<file path="src/rtl/core/lobm_pkg.sv">
`default_nettype none
package lobm_pkg;

  localparam int ID_W  = 31;
  localparam int TR_W  = 16;
  localparam int PX_W  = 16;
  localparam int QT_W  = 24;
  localparam int ARR_W = 32;

  localparam logic CMD_NEW    = 1'b0;
  localparam logic CMD_CANCEL = 1'b1;
  localparam logic SIDE_BUY   = 1'b0;
  localparam logic SIDE_SELL  = 1'b1;

  typedef enum logic [2:0] {
    KIND_TRADE     = 3'd0,
    KIND_RESTED    = 3'd1,
    KIND_FILLED    = 3'd2,
    KIND_DROPPED   = 3'd3,
    KIND_CANCELLED = 3'd4,
    KIND_NOTFOUND  = 3'd5
  } kind_t;

  // classified input item, as it sits in the command queue
  typedef struct packed {
    logic            is_cancel;
    logic [ID_W-1:0] ord_ref;
    logic [TR_W-1:0] acct_id;
    logic            side;
    logic [PX_W-1:0] limit_price;
    logic [QT_W-1:0] quantity;
  } item_t;

  // one resting order, one book memory word
  typedef struct packed {
    logic [ID_W-1:0]  ord_ref;
    logic [TR_W-1:0]  trader;
    logic             side;
    logic [PX_W-1:0]  price;
    logic [QT_W-1:0]  remaining;
    logic [ARR_W-1:0] arrival;
  } slot_t;

  localparam int SLOT_W = $bits(slot_t);

  typedef struct packed {
    kind_t           kind;
    logic [ID_W-1:0] buy_order_id;
    logic [ID_W-1:0] sell_order_id;
    logic [TR_W-1:0] buyer_id;
    logic [TR_W-1:0] seller_id;
    logic [QT_W-1:0] fill_quantity;
    logic [PX_W-1:0] fill_price;
    logic            order_side;
    logic            last;
  } result_t;

endpackage
`default_nettype wire

</file>
<file path="src/rtl/core/limit_order_book_matcher_core.sv">
`default_nettype none
// channel | valid     | stall     | payload
// input   | in_valid  | in_stall  | cmd ord_ref acct_id side limit_price quantity
// output  | out_valid | out_stall | kind ids traders fill_quantity fill_price order_side last
//
// Every book search is one pass over all ORDER_SLOTS entries of the book
// memory at one entry per cycle, followed by a decision step. An order that
// ends with F fills makes F searches, one that rests or is dropped makes
// F + 1, a cancel makes one and a zero quantity none; a taken transfer is
// written into the command queue before the engine can dequeue it.
// Reset clears the valid bits, the arrival counter and all control; the book
// memory itself is not cleared. A stalled output holds the engine; the
// two-entry command queue keeps taking transfers until full.
module limit_order_book_matcher_core #(
  parameter int ORDER_SLOTS = 32
) (
  input  wire logic        clk,
  input  wire logic        rst,
  input  wire logic        in_valid,
  output logic             in_stall,
  input  wire logic        cmd,
  input  wire logic [30:0] ord_ref,
  input  wire logic [15:0] acct_id,
  input  wire logic        side,
  input  wire logic [15:0] limit_price,
  input  wire logic [23:0] quantity,
  output logic             out_valid,
  input  wire logic        out_stall,
  output logic [2:0]       kind,
  output logic [30:0]      buy_order_id,
  output logic [30:0]      sell_order_id,
  output logic [15:0]      buyer_id,
  output logic [15:0]      seller_id,
  output logic [23:0]      fill_quantity,
  output logic [15:0]      fill_price,
  output logic             order_side,
  output logic             last
);
  import lobm_pkg::*;

  logic    q_valid;
  item_t   q_item;
  logic    q_pop;
  result_t res;

  // front: accepts transfers, tags cancels, queues them
  lobm_front u_front (
    .clk        (clk),
    .rst        (rst),
    .in_valid   (in_valid),
    .in_stall   (in_stall),
    .cmd        (cmd),
    .ord_ref    (ord_ref),
    .acct_id    (acct_id),
    .side       (side),
    .limit_price(limit_price),
    .quantity   (quantity),
    .q_valid    (q_valid),
    .q_item     (q_item),
    .q_pop      (q_pop)
  );

  // back: book search, fills, resting and cancels, output register
  lobm_engine #(
    .ORDER_SLOTS(ORDER_SLOTS)
  ) u_engine (
    .clk      (clk),
    .rst      (rst),
    .q_valid  (q_valid),
    .q_item   (q_item),
    .q_pop    (q_pop),
    .res_valid(out_valid),
    .res      (res),
    .out_stall(out_stall)
  );

  assign kind          = res.kind;
  assign buy_order_id  = res.buy_order_id;
  assign sell_order_id = res.sell_order_id;
  assign buyer_id      = res.buyer_id;
  assign seller_id     = res.seller_id;
  assign fill_quantity = res.fill_quantity;
  assign fill_price    = res.fill_price;
  assign order_side    = res.order_side;
  assign last          = res.last;

  // trades are never the closing result
  a_trade_not_last: assert property (@(posedge clk) disable iff (rst)
    out_valid && kind == KIND_TRADE |-> !last)
    else $error("trade flagged as last");

  // status results always close the item
  a_status_last: assert property (@(posedge clk) disable iff (rst)
    out_valid && kind != KIND_TRADE |-> last)
    else $error("status result not last");

  a_notfound_ids: assert property (@(posedge clk) disable iff (rst)
    out_valid && kind == KIND_NOTFOUND |-> buy_order_id == sell_order_id)
    else $error("cancel miss ids differ");

  a_filled_zero: assert property (@(posedge clk) disable iff (rst)
    out_valid && kind == KIND_FILLED |-> fill_quantity == 24'd0)
    else $error("filled result with quantity");

endmodule
`default_nettype wire

</file>
<file path="src/rtl/core/lobm_ram.sv">
`default_nettype none
module lobm_ram #(
  parameter int WIDTH = 8,
  parameter int DEPTH = 32
) (
  input  wire logic                     clk,
  input  wire logic                     we,
  input  wire logic [$clog2(DEPTH)-1:0] waddr,
  input  wire logic [WIDTH-1:0]         wdata,
  input  wire logic [$clog2(DEPTH)-1:0] raddr,
  output logic      [WIDTH-1:0]         rdata
);

  logic [WIDTH-1:0] mem [DEPTH];

  always_ff @(posedge clk) begin
    if (we) begin
      mem[waddr] <= wdata;
    end
    rdata <= mem[raddr];
  end

endmodule
`default_nettype wire

</file>
<file path="src/rtl/core/lobm_front.sv">
`default_nettype none
module lobm_front (
  input  wire logic                    clk,
  input  wire logic                    rst,
  input  wire logic                    in_valid,
  output logic                         in_stall,
  input  wire logic                    cmd,
  input  wire logic [30:0]             ord_ref,
  input  wire logic [15:0]             acct_id,
  input  wire logic                    side,
  input  wire logic [15:0]             limit_price,
  input  wire logic [23:0]             quantity,
  output logic                         q_valid,
  output lobm_pkg::item_t              q_item,
  input  wire logic                    q_pop
);
  import lobm_pkg::*;

  // two-entry command queue
  item_t      mem [2];
  logic       wp;
  logic       rp;
  logic [1:0] cnt;
  logic       push;
  item_t      item_in;

  assign in_stall = (cnt == 2'd2);
  assign push     = in_valid && !in_stall;
  assign q_valid  = (cnt != 2'd0);
  assign q_item   = mem[rp];

  always_comb begin
    item_in.is_cancel   = (cmd == CMD_CANCEL);
    item_in.ord_ref     = ord_ref;
    item_in.acct_id     = acct_id;
    item_in.side        = side;
    item_in.limit_price = limit_price;
    item_in.quantity    = quantity;
  end

  always_ff @(posedge clk) begin
    if (push) begin
      mem[wp] <= item_in;
    end
  end

  always_ff @(posedge clk) begin
    if (rst) begin
      wp  <= 1'b0;
      rp  <= 1'b0;
      cnt <= 2'd0;
    end else begin
      if (push) begin
        wp <= ~wp;
      end
      if (q_pop) begin
        rp <= ~rp;
      end
      cnt <= cnt + {1'b0, push} - {1'b0, q_pop};
    end
  end

endmodule
`default_nettype wire

</file>
<file path="src/rtl/core/lobm_engine.sv">
`default_nettype none
module lobm_engine #(
  parameter int ORDER_SLOTS = 32
) (
  input  wire logic                 clk,
  input  wire logic                 rst,
  input  wire logic                 q_valid,
  input  wire lobm_pkg::item_t      q_item,
  output logic                      q_pop,
  output logic                      res_valid,
  output lobm_pkg::result_t         res,
  input  wire logic                 out_stall
);
  import lobm_pkg::*;

  localparam int AW = $clog2(ORDER_SLOTS);
  localparam logic [AW-1:0] LAST_IDX = AW'(ORDER_SLOTS - 1);

  typedef enum logic [4:0] {
    S_IDLE   = 5'b00001,
    S_SCAN   = 5'b00010,
    S_DECIDE = 5'b00100,
    S_TRADE  = 5'b01000,
    S_STATUS = 5'b10000
  } state_t;

  state_t           state;
  item_t            cur;
  logic [QT_W-1:0]  qty;
  kind_t            st_kind;
  logic [ORDER_SLOTS-1:0] slot_valid;
  logic [ARR_W-1:0] arrival_ctr;

  logic [AW-1:0]    ra;
  logic             issuing;
  logic             pv;
  logic [AW-1:0]    pidx;
  logic             vq;

  logic             best_found;
  logic [AW-1:0]    best_idx;
  slot_t            best;
  logic [ARR_W-1:0] best_age;
  logic             free_found;
  logic [AW-1:0]    free_idx;

  logic              we;
  logic [AW-1:0]     waddr;
  slot_t             wslot;
  logic [SLOT_W-1:0] rdata;
  slot_t             rd;

  logic             can_emit;
  logic [ARR_W-1:0] age_i;
  logic             cand;
  logic             better;
  logic             take;
  logic [QT_W-1:0]  amt;
  logic [QT_W-1:0]  new_rem;
  logic [QT_W-1:0]  qty_left;
  result_t          trade_r;
  result_t          status_r;

  lobm_ram #(
    .WIDTH(SLOT_W),
    .DEPTH(ORDER_SLOTS)
  ) u_book (
    .clk  (clk),
    .we   (we),
    .waddr(waddr),
    .wdata(wslot),
    .raddr(ra),
    .rdata(rdata)
  );

  assign rd       = slot_t'(rdata);
  assign can_emit = !res_valid || !out_stall;
  assign q_pop    = (state == S_IDLE) && q_valid;

  // scan compare
  always_comb begin
    age_i = arrival_ctr - rd.arrival;
    if (cur.is_cancel) begin
      cand   = vq && (rd.ord_ref == cur.ord_ref);
      better = !best_found || (age_i > best_age);
    end else begin
      cand = vq && (rd.side != cur.side) &&
             ((cur.side == SIDE_BUY) ? (cur.limit_price >= rd.price)
                                     : (cur.limit_price <= rd.price));
      if (!best_found) begin
        better = 1'b1;
      end else if (rd.price != best.price) begin
        better = (cur.side == SIDE_BUY) ? (rd.price < best.price) : (rd.price > best.price);
      end else begin
        better = age_i > best_age;
      end
    end
    take = (state == S_SCAN) && pv && cand && better;
  end

  // fill against the chosen resting order
  always_comb begin
    amt      = (qty < best.remaining) ? qty : best.remaining;
    new_rem  = best.remaining - amt;
    qty_left = qty - amt;
    trade_r.kind          = KIND_TRADE;
    trade_r.fill_quantity = amt;
    trade_r.fill_price    = best.price;
    trade_r.order_side    = cur.side;
    trade_r.last          = 1'b0;
    if (cur.side == SIDE_BUY) begin
      trade_r.buy_order_id  = cur.ord_ref;
      trade_r.sell_order_id = best.ord_ref;
      trade_r.buyer_id      = cur.acct_id;
      trade_r.seller_id     = best.trader;
    end else begin
      trade_r.buy_order_id  = best.ord_ref;
      trade_r.sell_order_id = cur.ord_ref;
      trade_r.buyer_id      = best.trader;
      trade_r.seller_id     = cur.acct_id;
    end
  end

  // closing result of an item
  always_comb begin
    logic [ID_W-1:0] id;
    logic [TR_W-1:0] tr;
    logic            sd;
    id = cur.ord_ref;
    tr = cur.acct_id;
    sd = cur.side;
    status_r.kind          = st_kind;
    status_r.fill_quantity = qty;
    status_r.fill_price    = cur.limit_price;
    status_r.last          = 1'b1;
    case (st_kind)
      KIND_FILLED: begin
        status_r.fill_quantity = '0;
      end
      KIND_CANCELLED: begin
        tr = best.trader;
        sd = best.side;
        status_r.fill_quantity = best.remaining;
        status_r.fill_price    = best.price;
      end
      KIND_NOTFOUND: begin
        tr = '0;
        sd = SIDE_BUY;
        status_r.fill_quantity = '0;
        status_r.fill_price    = '0;
      end
      default: begin
      end
    endcase
    status_r.order_side = sd;
    if (st_kind == KIND_NOTFOUND) begin
      status_r.buy_order_id  = id;
      status_r.sell_order_id = id;
      status_r.buyer_id      = '0;
      status_r.seller_id     = '0;
    end else if (sd == SIDE_BUY) begin
      status_r.buy_order_id  = id;
      status_r.sell_order_id = '0;
      status_r.buyer_id      = tr;
      status_r.seller_id     = '0;
    end else begin
      status_r.buy_order_id  = '0;
      status_r.sell_order_id = id;
      status_r.buyer_id      = '0;
      status_r.seller_id     = tr;
    end
  end

  // book writes
  always_comb begin
    we    = 1'b0;
    waddr = best_idx;
    wslot = best;
    if (state == S_TRADE && can_emit) begin
      we              = 1'b1;
      wslot.remaining = new_rem;
    end else if (state == S_STATUS && can_emit && st_kind == KIND_RESTED) begin
      we              = 1'b1;
      waddr           = free_idx;
      wslot.ord_ref   = cur.ord_ref;
      wslot.trader    = cur.acct_id;
      wslot.side      = cur.side;
      wslot.price     = cur.limit_price;
      wslot.remaining = qty;
      wslot.arrival   = arrival_ctr;
    end
  end

  always_ff @(posedge clk) begin
    pidx <= ra;
    vq   <= slot_valid[ra];
    if (take) begin
      best_idx <= pidx;
      best     <= rd;
      best_age <= age_i;
    end
    if (state == S_SCAN && pv && !vq && !free_found) begin
      free_idx <= pidx;
    end
    if (state == S_TRADE && can_emit) begin
      best.remaining <= new_rem;
    end
    if (q_pop) begin
      cur <= q_item;
    end
    if ((state == S_TRADE || state == S_STATUS) && can_emit) begin
      res <= (state == S_TRADE) ? trade_r : status_r;
    end
  end

  always_ff @(posedge clk) begin
    if (rst) begin
      state       <= S_IDLE;
      slot_valid  <= '0;
      arrival_ctr <= '0;
      res_valid   <= 1'b0;
      issuing     <= 1'b0;
      pv          <= 1'b0;
      ra          <= '0;
      best_found  <= 1'b0;
      free_found  <= 1'b0;
      qty         <= '0;
      st_kind     <= KIND_FILLED;
    end else begin
      if ((state == S_TRADE || state == S_STATUS) && can_emit) begin
        res_valid <= 1'b1;
      end else if (res_valid && !out_stall) begin
        res_valid <= 1'b0;
      end
      case (state)
        S_IDLE: begin
          if (q_valid) begin
            qty        <= q_item.quantity;
            ra         <= '0;
            issuing    <= 1'b1;
            pv         <= 1'b0;
            best_found <= 1'b0;
            free_found <= 1'b0;
            if (!q_item.is_cancel && q_item.quantity == '0) begin
              st_kind <= KIND_FILLED;
              issuing <= 1'b0;
              state   <= S_STATUS;
            end else begin
              state <= S_SCAN;
            end
          end
        end
        S_SCAN: begin
          if (issuing) begin
            ra <= ra + AW'(1);
            if (ra == LAST_IDX) begin
              issuing <= 1'b0;
            end
          end
          pv <= issuing;
          if (take) begin
            best_found <= 1'b1;
          end
          if (pv && !vq) begin
            free_found <= 1'b1;
          end
          if (pv && pidx == LAST_IDX) begin
            state <= S_DECIDE;
          end
        end
        S_DECIDE: begin
          pv <= 1'b0;
          if (cur.is_cancel) begin
            st_kind <= best_found ? KIND_CANCELLED : KIND_NOTFOUND;
            state   <= S_STATUS;
          end else if (best_found) begin
            state <= S_TRADE;
          end else begin
            st_kind <= free_found ? KIND_RESTED : KIND_DROPPED;
            state   <= S_STATUS;
          end
        end
        S_TRADE: begin
          if (can_emit) begin
            qty <= qty_left;
            if (new_rem == '0) begin
              slot_valid[best_idx] <= 1'b0;
            end
            if (qty_left == '0) begin
              st_kind <= KIND_FILLED;
              state   <= S_STATUS;
            end else begin
              ra         <= '0;
              issuing    <= 1'b1;
              best_found <= 1'b0;
              free_found <= 1'b0;
              state      <= S_SCAN;
            end
          end
        end
        S_STATUS: begin
          if (can_emit) begin
            if (st_kind == KIND_RESTED) begin
              slot_valid[free_idx] <= 1'b1;
              arrival_ctr          <= arrival_ctr + ARR_W'(1);
            end else if (st_kind == KIND_CANCELLED) begin
              slot_valid[best_idx] <= 1'b0;
            end
            state <= S_IDLE;
          end
        end
        default: begin
          state <= S_IDLE;
        end
      endcase
    end
  end

endmodule
`default_nettype wire

</file>
<file path="config.mk">
export PLATFORM = sky130hd
export DESIGN_NAME = limit_order_book_matcher_core
export DESIGN_NICKNAME = d
export VERILOG_FILES = /design/src/rtl/core/lobm_pkg.sv /design/src/rtl/core/limit_order_book_matcher_core.sv /design/src/rtl/core/lobm_ram.sv /design/src/rtl/core/lobm_front.sv /design/src/rtl/core/lobm_engine.sv
export SDC_FILE = /design/constraint.sdc
export NUM_CORES = 2
export LEC_CHECK = 0
export BUFFER_PORTS_ARGS = -buffer_cell sky130_fd_sc_hd__buf_2
export CAP_MARGIN = 10
export CELL_PAD_IN_SITES_DETAIL_PLACEMENT = 0
export CELL_PAD_IN_SITES_GLOBAL_PLACEMENT = 1
export CORE_ASPECT_RATIO = 2
export CORE_UTILIZATION = 55
export CTS_BUF_LIST = sky130_fd_sc_hd__clkbuf_16
export DETAILED_ROUTE_END_ITERATION = 8
export GPL_TIMING_DRIVEN = 0
export PLACE_DENSITY = 0.75
export SLEW_MARGIN = 10
export SYNTH_ARGS = -nofsm -noshare
export SYNTH_HDL_FRONTEND = slang
export SYNTH_SLANG_ARGS = --single-unit
</file>
<file path="constraint.sdc">
create_clock -name clk -period 29.3 [get_ports clk]
set_clock_uncertainty 0.15 [all_clocks]
set_input_delay 5.86 -clock clk [delete_from_list [all_inputs] [get_ports clk]]
set_output_delay 5.86 -clock clk [all_outputs]
set_load 0.005 [all_outputs]
</file>
==> impl_results.md <==
- Class of the most critical setup path: flip-flop to flip-flop
- Maximum number of pins on one net before global-route repair: 34
- Number of nets in the final layout: a little under 10000
- Io pins: roughly 230
- Power density relative to cell area: 65.8 mW/mm²
- Slew at the pin with the worst max-slew slack: about 1.4 ns
- GR Layer Usage met1: roughly 37%
- Max Transition Viols Final: 0
- Die W: approximately 400 µm
- Yosys cell types: 93
- Worst setup slack after layout: roughly 18 ns
- Die Y-Extent: 814 µm
- Post-synthesis async set-or-reset flop share: 0%
- Number of warnings reported in the yosys synthesis log: 0
- Number of cells on the worst reg-to-reg path: 25
- Reg2reg setup slack: roughly 18 ns
- Core footprint: 0.327 mm²
- Average wire length per cell after detail routing: 37.7 µm
- Vias in the first global route: ~100000
- Portion of the post-synthesis area used by sequential elements: 75.3%
- Setup slack after placement: 17.75 ns
- Wire length after detailed routing: approximately 540000 µm
- Share of the clock period used by the worst path: 39.2%
- Sequential cell area in the final layout: 0.136 mm²
- Unrepaired setup endpoints after global routing: no
- Classification of the worst-slack hold path: flip-flop to flip-flop
- Met2 GRT Util: 57.5%
- Run status: complete, no violations
- Starting density of the core: 55.3%
- Setup bufs post-CTS: 0
- Worst flop-to-flop path startpoint: u_engine.qty[9]$_SDFFE_PP0P_
- Wire length of the first global-routing pass: 745000 µm
- Number of gates given a new drive strength after cts: 0
- Most frequently used cell type in the post-synthesis netlist: sky130_fd_sc_hd__edfxtp_1
- Synth Area per Inst: 20.9 µm²
- Total standard cell area after synthesis: about 0.18 mm²
- Share of the synthesized area in the top cell type: 72.7%
- Total via count after detailed routing: 94500
- Most instantiated cells after synthesis: 4384 x sky130_fd_sc_hd__edfxtp_1, 1210 x sky130_fd_sc_hd__mux4_2, 430 x sky130_fd_sc_hd__nand2_1
- Clock insertion delay at the later pin of the skew report: 0.97 ns
- Detailed-placement wirelength estimate: 381000 µm
- Post-Synthesis Net Count: 8903
- Setup violations, final: 0
- Library cell used as clock root buffer: sky130_fd_sc_hd__clkbuf_16
- Global Route met3 Usage: between 4 and 5%
- Critical path endpoint category: flip-flop
- Max Root-Sink Buffers: 4
- Global route hottest layer: met2
- Dominant cells by area after synthesis: sky130_fd_sc_hd__edfxtp_1 73%, sky130_fd_sc_hd__mux4_2 15%, sky130_fd_sc_hd__dfxtp_1 2.6%
- LEAKAGE: ~50 nW
- Leading area contributor after synthesis: sky130_fd_sc_hd__edfxtp_1
- Antenna-violating nets left: 0
- CTS Buf Count: between 300 and 400
- CP startpoint kind: flip-flop
- Standard-cell rows: 297
- Antenna violations before repair: 35
- Capture point of the worst reg-to-reg path: u_engine.slot_valid[2]$_SDFFE_PP0P_
- DR vias/cell: about 6.6
- Max-slew headroom at the worst pin: 9.42%
- Area of the die: about 0.33 mm²
- Detailed Routing Iterations Pass 1: 8
- Crit-path max FO: 10
- Initial drt markers: between 10000 and 15000
- GRT Util Overall: 32.5%
- Total DRC errors in the routed layout: 0
- Critical path capture point: u_engine.slot_valid[2]$_SDFFE_PP0P_
- Flip-flop and latch count after synthesis: between 4000 and 5000
- Area grow syn2layout: 14.9%
- Congestion Overflow GR: 0
- Data arrival, critical path: ~12 ns
- Clock transition at the register clock pins on the worst setup and hold paths after CTS: 0.07 ns
- Endpoints failing hold: 0
- Power after layout: 13.7 mW
- F_max: 87.1 MHz
- Number of H-tree levels: 5
- Cell count after synthesis: 8662
- Endpoint required time on the critical path: 29.93 ns
- Top_reg_cell synth: sky130_fd_sc_hd__edfxtp_1
- Minimum period implied by the final worst setup slack: 11.49 ns
- Max-cap check violation count: 0
- Peak supply drop: 0.0000599 V
- Hold-fix buffers, CTS: 0
- TritonCTS sink count: about 4600
- Final GP Congestion: roughly 0.95
- Clock tree from TritonCTS: done
- Fraction of layout cells with a size suffix above 1: 27.7%
- Area occupied by multi-input gates: 0.0428 mm²
- Sum of negative setup slack: 0 ns
- Fill count: 21600
- EDFF count, synth: 4384
- Crit path launch: u_engine.qty[9]$_SDFFE_PP0P_
- Port bufs: 232
-- how the worst min path moves through the flow --
stage                                start                        to  slack, ns  depth (start not counted)
2_1_floorplan  u_engine.ra[2]$_SDFFE_PP0P_  u_engine.pidx[2]$_DFF_P_       0.18                          0
3_3_place_gp   u_engine.ra[2]$_SDFFE_PP0P_  u_engine.pidx[2]$_DFF_P_       0.19                          0
3_5_place_dp   u_engine.ra[2]$_SDFFE_PP0P_  u_engine.pidx[2]$_DFF_P_       0.19                          0
4_1_cts        u_engine.ra[2]$_SDFFE_PP0P_  u_engine.pidx[2]$_DFF_P_       0.20                          0
5_1_grt        u_engine.ra[2]$_SDFFE_PP0P_  u_engine.pidx[2]$_DFF_P_       0.22                          0
6_report       u_engine.ra[2]$_SDFFE_PP0P_  u_engine.pidx[2]$_DFF_P_       0.21                          0
-- registers in the layout, indices dropped and copies added, names as in the netlist, 24 cells and up, named ones only --
register               cells
u_engine.best            120
u_engine.u_book.mem     3840
u_engine.res             139
u_engine.cur              65
u_engine.arrival_ctr      32
u_engine.best_age         32
u_engine.slot_valid       32
u_engine.qty              24
u_front.mem              178
u_engine.u_book.rdata    120
-- kinds of logic after synthesis --
logic type / synth area share, %
adders and majority gates: 1.08
buffers and inverters: 1.29
and+or+nand+nor: 2.48
AOI/OAI and AO/OA: 2.85
DFF: 75.3
xor gates and xnor gates: 0.633
muxes: 16.4
-- routing by layer --
metal  wire [µm]  up-vias
met1      175000    50100
met5          68        -
met4       39800       10
met2      284000     5225
li1            -    37800
met3       39300     1282
-- critical path, cell delays in order (launching register included) --
cell and delay, ns:
sky130_fd_sc_hd__dfxtp_1 0.88, sky130_fd_sc_hd__ha_1 0.39, sky130_fd_sc_hd__a21o_1 0.17, sky130_fd_sc_hd__a221o_1 0.32
sky130_fd_sc_hd__nand2_1 0.14, sky130_fd_sc_hd__nand4_1 0.39, sky130_fd_sc_hd__nor2_2 0.72, sky130_fd_sc_hd__clkbuf_1 0.65
sky130_fd_sc_hd__clkbuf_1 0.71, sky130_fd_sc_hd__buf_1 0.65, sky130_fd_sc_hd__o21ai_0 0.25, sky130_fd_sc_hd__ha_1 0.27
sky130_fd_sc_hd__inv_1 0.09, sky130_fd_sc_hd__a21oi_1 0.10, sky130_fd_sc_hd__o311ai_0 0.77, sky130_fd_sc_hd__and4_1 0.45
sky130_fd_sc_hd__o21bai_1 0.15, sky130_fd_sc_hd__o311ai_0 0.75, sky130_fd_sc_hd__o31ai_1 0.26, sky130_fd_sc_hd__o2111ai_1 0.39
sky130_fd_sc_hd__a21oi_1 0.14, sky130_fd_sc_hd__o21ba_2 0.22, sky130_fd_sc_hd__xor2_1 0.27, sky130_fd_sc_hd__o2111ai_1 0.71
sky130_fd_sc_hd__o21ai_1 1.09, sky130_fd_sc_hd__o21ai_0 0.19
-- layout by cell type (no fill, tap or decap), drive strengths merged, types with 11 or more instances in the layout --
| master | instances |
|---|---|
| a2111oi | 21 |
| bufinv | 50 |
| or2 | 16 |
| a211oi | 33 |
| nand4 | 37 |
| o31ai | 12 |
| mux4 | 1210 |
| mux2i | 32 |
| o21a | 35 |
| clkinv | 168 |
| nor4 | 14 |
| clkinvlp | 28 |
| a221o | 21 |
| a22o | 140 |
| a31oi | 34 |
| o211ai | 18 |
| mux2 | 187 |
| nor2 | 235 |
| nor2b | 38 |
| xnor2 | 64 |
| a21oi | 133 |
| nor3 | 47 |
| inv | 252 |
| and3 | 20 |
| diode | 19 |
| and2 | 19 |
| ha | 145 |
| edfxtp | 4384 |
| nand2 | 430 |
| o21ai | 119 |
| nand2b | 35 |
| dfxtp | 237 |
| buf | 671 |
| a21o | 41 |
| o22ai | 11 |
| a311oi | 12 |
| xor2 | 67 |
| nand3 | 42 |
| or3 | 16 |
| clkbuf | 727 |
-- cell type report --
type / count / share of cell area, %
diodes: 19 / 0.0228
plain buffers: 438 / 0.859
clock buffers: 395 / 4.75
clock inverters: 322 / 1.42
inverters: 176 / 0.317
multi-input cells: 3427 / 20.6
flip-flops and latches: 4621 / 65.5
well taps: 4335 / 2.61
repair buffers: 565 / 3.93
-- per-stage QoR --
| step | hold slack [ns] | instance area [µm²] | utilization [%] | cells |
|---|---|---|---|---|
| after floorplan | 0.179 | 181000 | - | 8662 |
| after global placement | 0.187 | 188000 | 57.3 | 13200 |
| after detailed placement | 0.191 | 195000 | 59.6 | 13600 |
| after CTS | 0.205 | 208000 | 63.5 | 14300 |
| after global routing | 0.221 | 208000 | 63.6 | 14300 |
| final | 0.205 | 208000 | 63.6 | 14300 |
-- power breakdown --
group	internal (mW)	total (mW)	leakage, nW	switching [mW]
sequential	7.26	7.38	27.8	0.113
combinational	0.343	1.01	15.7	0.662
clock	2.91	5.32	6.50	2.41
(Power assumes the default switching activity.)
